**config.mk**
```make
export PLATFORM = sky130hd
export DESIGN_NAME = rsvt_back_flat
export DESIGN_NICKNAME = d
export VERILOG_FILES = /design/src/rtl/rsvt_pkg.sv /design/src/rtl/rsvt_if.sv /design/src/rtl/rsvt_back.sv /design/src/flat_wrapper.sv
export SDC_FILE = /design/constraint.sdc
export NUM_CORES = 1
export LEC_CHECK = 0
export BUFFER_PORTS_ARGS = -buffer_cell sky130_fd_sc_hd__buf_2
export CORE_UTILIZATION = 35
export DETAILED_ROUTE_END_ITERATION = 10
export PLACE_DENSITY = 0.62
export SLEW_MARGIN = 30
export SYNTH_ARGS = -nofsm -noshare
export SYNTH_HDL_FRONTEND = slang
export SYNTH_SLANG_ARGS = --single-unit
```
**constraint.sdc**
```tcl
create_clock -name clock -period 14.7 [get_ports clock]
set_input_delay 2.94 -clock clock [delete_from_list [all_inputs] [get_ports clock]]
set_output_delay 2.94 -clock clock [all_outputs]
set_load 0.01 [all_outputs]
```
**src/rtl/rsvt_pkg.sv**
```systemverilog
// Shared types, constants and helper functions of the ray slab volume test.
// Used by every module of the block; depends on nothing.
package rsvt_pkg;

   localparam int NUM_SLABS_DEF = 7;
   localparam logic [2:0] NO_PLANE = 3'd7;
   localparam int DIV_STEPS = 49;
   localparam int CNT_W = $clog2(DIV_STEPS);
   localparam int QDEPTH = 2;

   // One slab after classification by the front part.
   typedef struct packed {
      logic signed [32:0] diff_near;
      logic signed [32:0] diff_far;
      logic [31:0]        slope_mag;
      logic               slope_neg;
      logic               slope_zero;
      logic               zero_miss;
      logic               first;
      logic               last;
      logic signed [31:0] start_near;
      logic signed [31:0] start_far;
   } slab_type;

   typedef struct packed {
      logic full;
      logic empty;
   } q_status_type;

   typedef enum logic [2:0] {
      ST_IDLE = 3'b001,
      ST_DIV  = 3'b010,
      ST_DONE = 3'b100
   } back_state_type;

   // Applies the sign to a quotient magnitude and clamps it to 32 bits.
   function automatic logic signed [31:0] sat_quot(input logic [48:0] mag, input logic neg);
      logic signed [31:0] res;
      if (!neg && mag > 49'h0_7FFF_FFFF) begin
         res = 32'sh7FFF_FFFF;
      end else if (neg && mag > 49'h0_8000_0000) begin
         res = 32'sh8000_0000;
      end else if (neg) begin
         res = -$signed(mag[31:0]);
      end else begin
         res = $signed(mag[31:0]);
      end
      return res;
   endfunction

endpackage

```
**src/rtl/rsvt_if.sv**
```systemverilog


interface rsvt_rsp_if;
   logic               valid;
   logic               ready;
   logic               hit;
   logic signed [31:0] t_near_out;
   logic signed [31:0] t_far_out;
   logic [2:0]         entry_plane;

   modport source (output valid, hit, t_near_out, t_far_out, entry_plane, input ready);
   modport sink (input valid, hit, t_near_out, t_far_out, entry_plane, output ready);
endinterface

```
**src/rtl/rsvt_back.sv**
```systemverilog
// Back part: divides out the slab interval, updates the running interval and
// drives the result register. Depends on rsvt_pkg and the result interface.
module rsvt_back
   import rsvt_pkg::*;
#(
   parameter int NUM_SLABS = NUM_SLABS_DEF
) (
   input  logic         clock,
   input  logic         reset,
   input  q_status_type q_status,
   input  slab_type     pop_data,
   output logic         pop,
   rsvt_rsp_if.source   rsp_ch
);

   back_state_type     state_ff, state_in;
   slab_type           item_ff, item_in;
   logic               active_ff, active_in;
   logic [CNT_W-1:0]   cnt_ff, cnt_in;
   logic [32:0]        rem_n_ff, rem_n_in, rem_f_ff, rem_f_in;
   logic [48:0]        num_n_ff, num_n_in, num_f_ff, num_f_in;
   logic signed [31:0] run_near_ff, run_near_in, run_far_ff, run_far_in;
   logic [2:0]         plane_ff, plane_in, count_ff, count_in;
   logic               missed_ff, missed_in;
   logic               rsp_valid_ff, rsp_valid_in, hit_ff, hit_in;
   logic signed [31:0] t_near_ff, t_near_in, t_far_ff, t_far_in;
   logic [2:0]         entry_ff, entry_in;

   logic               rsp_free, go;
   logic [81:0]        step_n, step_f;
   logic [32:0]        mag_n, mag_f;
   logic signed [31:0] q_n, q_f, tn, tf;

   // One restoring division step: returns the new remainder and quotient word.
   function automatic logic [81:0] div_step(input logic [32:0] rem, input logic [48:0] num,
                                            input logic [31:0] d);
      logic [32:0] sh;
      logic        ge;
      sh = {rem[31:0], num[48]};
      ge = (sh >= {1'b0, d});
      return {ge ? sh - {1'b0, d} : sh, {num[47:0], ge}};
   endfunction

   assign rsp_free = !rsp_valid_ff || rsp_ch.ready;
   assign pop = (state_ff == ST_IDLE) && !q_status.empty;
   assign go = (state_ff == ST_DONE) && (!item_ff.last || rsp_free);

   assign step_n = div_step(rem_n_ff, num_n_ff, item_ff.slope_mag);
   assign step_f = div_step(rem_f_ff, num_f_ff, item_ff.slope_mag);
   assign mag_n = pop_data.diff_near[32] ? 33'(-pop_data.diff_near) : 33'(pop_data.diff_near);
   assign mag_f = pop_data.diff_far[32] ? 33'(-pop_data.diff_far) : 33'(pop_data.diff_far);
   assign q_n = sat_quot(num_n_ff, item_ff.diff_near[32] ^ item_ff.slope_neg);
   assign q_f = sat_quot(num_f_ff, item_ff.diff_far[32] ^ item_ff.slope_neg);
   assign tn = item_ff.slope_neg ? q_f : q_n;
   assign tf = item_ff.slope_neg ? q_n : q_f;

   always_comb begin
      state_in    = state_ff;
      item_in     = item_ff;
      active_in   = active_ff;
      cnt_in      = cnt_ff;
      rem_n_in    = rem_n_ff;
      rem_f_in    = rem_f_ff;
      num_n_in    = num_n_ff;
      num_f_in    = num_f_ff;
      run_near_in = run_near_ff;
      run_far_in  = run_far_ff;
      plane_in    = plane_ff;
      count_in    = count_ff;
      missed_in   = missed_ff;
      rsp_valid_in = rsp_valid_ff && !rsp_ch.ready;
      hit_in      = hit_ff;
      t_near_in   = t_near_ff;
      t_far_in    = t_far_ff;
      entry_in    = entry_ff;
      case (state_ff)
         ST_IDLE: begin
            if (pop) begin
               item_in = pop_data;
               if (pop_data.first) begin
                  run_near_in = pop_data.start_near;
                  run_far_in  = pop_data.start_far;
                  plane_in    = NO_PLANE;
                  count_in    = '0;
                  missed_in   = 1'b0;
               end
               active_in = !missed_in && (count_in < 3'(NUM_SLABS));
               rem_n_in  = '0;
               rem_f_in  = '0;
               num_n_in  = {mag_n, 16'h0000};
               num_f_in  = {mag_f, 16'h0000};
               cnt_in    = CNT_W'(DIV_STEPS-1);
               state_in  = (active_in && !pop_data.slope_zero) ? ST_DIV : ST_DONE;
            end
         end
         ST_DIV: begin
            rem_n_in = step_n[81:49];
            num_n_in = step_n[48:0];
            rem_f_in = step_f[81:49];
            num_f_in = step_f[48:0];
            cnt_in   = cnt_ff - 1'b1;
            if (cnt_ff == '0) begin
               state_in = ST_DONE;
            end
         end
         ST_DONE: begin
            if (go) begin
               if (active_ff) begin
                  count_in = count_ff + 1'b1;
                  if (item_ff.slope_zero) begin
                     missed_in = missed_ff || item_ff.zero_miss;
                  end else begin
                     if (tn > run_near_ff) begin
                        run_near_in = tn;
                        plane_in    = count_ff;
                     end
                     if (tf < run_far_ff) begin
                        run_far_in = tf;
                     end
                     missed_in = run_near_in > run_far_in;
                  end
               end
               if (item_ff.last) begin
                  rsp_valid_in = 1'b1;
                  hit_in       = !missed_in;
                  t_near_in    = run_near_in;
                  t_far_in     = run_far_in;
                  entry_in     = plane_in;
               end
               state_in = ST_IDLE;
            end
         end
         default: state_in = ST_IDLE;
      endcase
   end

   always_ff @(posedge clock) begin
      if (reset) begin
         state_ff     <= ST_IDLE;
         run_near_ff  <= '0;
         run_far_ff   <= '0;
         plane_ff     <= NO_PLANE;
         count_ff     <= '0;
         missed_ff    <= 1'b0;
         rsp_valid_ff <= 1'b0;
      end else begin
         state_ff     <= state_in;
         run_near_ff  <= run_near_in;
         run_far_ff   <= run_far_in;
         plane_ff     <= plane_in;
         count_ff     <= count_in;
         missed_ff    <= missed_in;
         rsp_valid_ff <= rsp_valid_in;
      end
   end

   always_ff @(posedge clock) begin
      item_ff   <= item_in;
      active_ff <= active_in;
      cnt_ff    <= cnt_in;
      rem_n_ff  <= rem_n_in;
      rem_f_ff  <= rem_f_in;
      num_n_ff  <= num_n_in;
      num_f_ff  <= num_f_in;
      hit_ff    <= hit_in;
      t_near_ff <= t_near_in;
      t_far_ff  <= t_far_in;
      entry_ff  <= entry_in;
   end

   assign rsp_ch.valid       = rsp_valid_ff;
   assign rsp_ch.hit         = hit_ff;
   assign rsp_ch.t_near_out  = t_near_ff;
   assign rsp_ch.t_far_out   = t_far_ff;
   assign rsp_ch.entry_plane = entry_ff;

endmodule

```
**src/flat_wrapper.sv**
```systemverilog
// flat-port wrapper written by rule: the top's interface ports become plain ports
module rsvt_back_flat import rsvt_pkg::*;
#(
   parameter int NUM_SLABS = NUM_SLABS_DEF
)
  (clock, reset, q_status, pop_data, pop, rsp_ch_valid, rsp_ch_hit, rsp_ch_t_near_out, rsp_ch_t_far_out, rsp_ch_entry_plane, rsp_ch_ready);
  rsvt_rsp_if rsp_ch_i ();
  input  logic clock;
  input  logic reset;
  input  q_status_type q_status;
  input  slab_type pop_data;
  output logic pop;
  output wire logic [$bits(rsp_ch_i.valid)-1:0] rsp_ch_valid;
  output wire logic [$bits(rsp_ch_i.hit)-1:0] rsp_ch_hit;
  output wire logic [$bits(rsp_ch_i.t_near_out)-1:0] rsp_ch_t_near_out;
  output wire logic [$bits(rsp_ch_i.t_far_out)-1:0] rsp_ch_t_far_out;
  output wire logic [$bits(rsp_ch_i.entry_plane)-1:0] rsp_ch_entry_plane;
  input wire logic [$bits(rsp_ch_i.ready)-1:0] rsp_ch_ready;
  assign rsp_ch_valid = rsp_ch_i.valid;
  assign rsp_ch_hit = rsp_ch_i.hit;
  assign rsp_ch_t_near_out = rsp_ch_i.t_near_out;
  assign rsp_ch_t_far_out = rsp_ch_i.t_far_out;
  assign rsp_ch_entry_plane = rsp_ch_i.entry_plane;
  assign rsp_ch_i.ready = rsp_ch_ready;
  rsvt_back #(.NUM_SLABS(NUM_SLABS)) u_core (.clock(clock), .reset(reset), .q_status(q_status), .pop_data(pop_data), .pop(pop), .rsp_ch(rsp_ch_i));
endmodule
```
==> summary.txt <==
Worst hold path
  – HP Class: register to register

Global route
  – Most Crowded Layer GR: met2
  – Initial antenna violation count: 5
  – Grt ovf: 0
  – Largest net degree at the start of global routing: 169
  – Met1 Track Usage GR: 26.4%
  – Routing usage on met2: 30.6%
  – First-pass GRT wire length: 109,000 um
  – GRT Total Usage: 19.3%
  – Routing usage on met3: 3.12%
  – Vias in the first global route: 19,309

Cells and area
  – Area growth from synthesis to layout: 15.0%
  – Commonest non-fill, non-tap cell in the layout: nor2_1
  – Post-route cell area: 0.0285 mm2
  – Layout cell share with drive strength beyond 1: 16.4%
  – Fin nets: 3,206
  – Commonest cells after routing, fill and taps aside: 316 x nor2_1, 275 x edfxtp_1, 243 x nand2_1

Routing
  – Via Count: 20,615
  – Post-detailed-routing wire length: 70,500 um
  – Routed len/inst: 18.4 um
  – Vias per inst: 5.37
  – Final ANT Viol Nets: 0
  – First drt pass iteration count: 6
  – Initial drt markers: 1,940
  – Residual DRC: 0

Synth
  – Synth Instances: 2,683
  – Sequential element share of the synthesized area: 39.4%
  – Number of synthesized flops with an enable pin: 275
  – Syn avg cell area: 9.24 um2
  – Most used flip-flop cell after synthesis: edfxtp_1
  – Ys Warns: 0
  – Synth cell types: 97
  – Post-synthesis async set-or-reset flop share: 0%
  – Flops & latches, synth: 350
  – Syn nets: 3,025
  – Synthesized area: 0.0248 mm2

Placed design
  – DP HPWL: 52,000 um
  – Final Wtd Congestion: 0.916
  – Placed cell area: 0.0269 mm2
  – Count of buffers from port buffering: 240

Clocking
  – Clk sinks: 350
  – Worst-Skew Late Latency: 590 ps
  – Clock transition at the registers of the reported paths: 60 ps
  – Root Driver: clkbuf_16
  – CTS tree: done
  – Post-CTS Setup Bufs: 0
  – Post_cts resized: 0
  – TritonCTS Buffers: 44
  – Max clock buf depth: 3
  – H-tree Lvls: 2
  – Hold Buf Count CTS: 0

STA
  – Rel. slew slack: 30.7%
  – Hold WS: 453 ps
  – Fmax: 108 MHz
  – Hold Vio Cnt, Final: 0
  – Clk_skew: 31.6 ps
  – Post-Route Setup TNS: 0 ps
  – Fin crit share: 62.8%
  – Unrepaired setup endpoints after global routing: false
  – Slew @ Worst Pin: 1030 ps
  – Max Slew Vio Count: 0
  – Setup violators final: 0
  – Fin crit period: 9230 ps

Floorplanning
  – Die Height: 268 um
  – I/O pin count: 242
  – DIE AREA: 0.0719 mm2
  – Initial Utilization: 35.4%
  – Die Wd: 268 um
  – Rows: 97
  – Core outline area: 0.0700 mm2

Worst setup path
  – Crit path launch type: register
  – Crit path arrival time: 9560 ps
  – Highest-delay cell along the critical path: or4b_1
  – CP dominant cell by count: o21a_1
  – WS Path Type: register to register
  – Setup crit end kind: register
  – CP Max Fanout: 64
  – CP peak stage delay: 600 ps
  – Worst Path Required: 15,030 ps

Outcome
  – Run status: finished clean

Power and ir drop
  – PD cells: 128 mW/mm2
  – Peak VDD IR: 0.0943 mV
  – P_leak: 10.9 nW

Run
  – Max-Cap Viols: 0
-- critical path: cells and delay by family, from the launching register on --
kind	cells	cell delay, ps
compound gates	14	3370
flops	1	500
buf+inv	3	820
simple gates	11	3490
fa+ha+maj	3	750
-- metal layers --
metal  vias up  wire, um
met5         -        40
met4         6      2280
met3       119      3720
met2       509     32100
met1      9719     32300
li1      10262         -
-- worst paths after layout --
| path | from | endpoint | slack [ps] | cells after the start |
|---|---|---|---|---|
| worst max-delay path | u_core.num_f_ff[0] | u_core.rsp_ch.hit | 5470 | 31 |
| worst min-delay path | u_core.run_near_ff[17] | u_core.run_near_ff[17] | 450 | 2 |
| worst max register to register | u_core.num_f_ff[0] | u_core.rsp_ch.hit | 5470 | 31 |
| worst min register to register | u_core.run_near_ff[17] | u_core.run_near_ff[17] | 450 | 2 |
-- per-stage QoR --
stage / cells / setup slack, ps / power (W) / util, %
final: 3841 / 5470 / 0.00364 / 40.7
after global routing: 3841 / 4800 / 0.00385 / 40.7
after CTS: 3839 / 5480 / 0.00365 / 40.7
after detailed placement: 3757 / 5570 / 0.00247 / 38.5
after global placement: 3757 / 5640 / 0.00246 / 38.4
after floorplan: 2683 / 3470 / 0.00215 / -
-- sequential cells by signal (all words and copies together) (netlist names), 3 cells and up, named ones only --
register	cells
u_core.cnt_ff	6
u_core.count_ff	3
u_core.item_ff	38
u_core.num_f_ff	49
u_core.num_n_ff	49
u_core.plane_ff	3
u_core.rem_f_ff	32
u_core.rem_n_ff	32
u_core.rsp_ch.entry_plane	3
u_core.rsp_ch.t_far_out	32
u_core.rsp_ch.t_near_out	32
u_core.run_far_ff	32
u_core.run_near_ff	32
u_core.state_ff	3
-- cells by family (layout without fill, tap and decap cells) --
logic type / after synthesis / count (layout) / synth area share (%)
other: 0 / 1 / 0
AO/OA/AOI/OAI: 705 / 705 / 19.5
buffers and inverters: 264 / 481 / 4.20
multiplexers: 121 / 121 / 5.42
flip-flops: 350 / 350 / 39.4
AND/OR/NAND/NOR: 923 / 923 / 17.6
adder cells (fa/ha/maj): 170 / 170 / 8.64
XOR/XNOR: 150 / 150 / 5.30
-- cell type report --
cell class	count	area [um2]
Sequential cell	350	9760
Clock inverter	26	307
Antenna cell	1	2.50
Inverter	136	510
Fill cell	6942	41500
Clock buffer	56	1240
Timing Repair Buffer	263	1410
Tap cell	940	1180
Multi-Input combinational cell	2069	14100
-- power by group --
group	internal (W)	total, W	leakage (nW)	switching [W]
sequential	0.00118	0.00124	3.23	0.0000670
clock	0.000705	0.00117	0.754	0.000461
combinational	0.000484	0.00123	6.87	0.000742
total	0.00237	0.00364	10.9	0.00127
-- synth_stat cells (all sizes together) (31+ instances only) --
cell | n | area share (%)
or3 | 37 | 0.97
a21o | 40 | 1.2
a2111oi | 47 | 2.2
nor2 | 320 | 4.9
o31ai | 42 | 1.6
dfxtp | 75 | 6.1
inv | 136 | 2.1
o21ai | 239 | 4.8
xnor2 | 58 | 2.0
nand3 | 39 | 0.79
mux2 | 47 | 2.1
clkbuf | 104 | 1.6
and2 | 33 | 0.83
nand4 | 40 | 1.0
xor2 | 92 | 3.2
ha | 168 | 8.5
nor4 | 31 | 0.84
mux2i | 74 | 3.3
a21oi | 128 | 2.6
nor3 | 60 | 1.3
edfxtp | 275 | 33
o21a | 32 | 0.97
nand2 | 245 | 3.7
No activity file was read; power rests on OpenSTA's default activity.
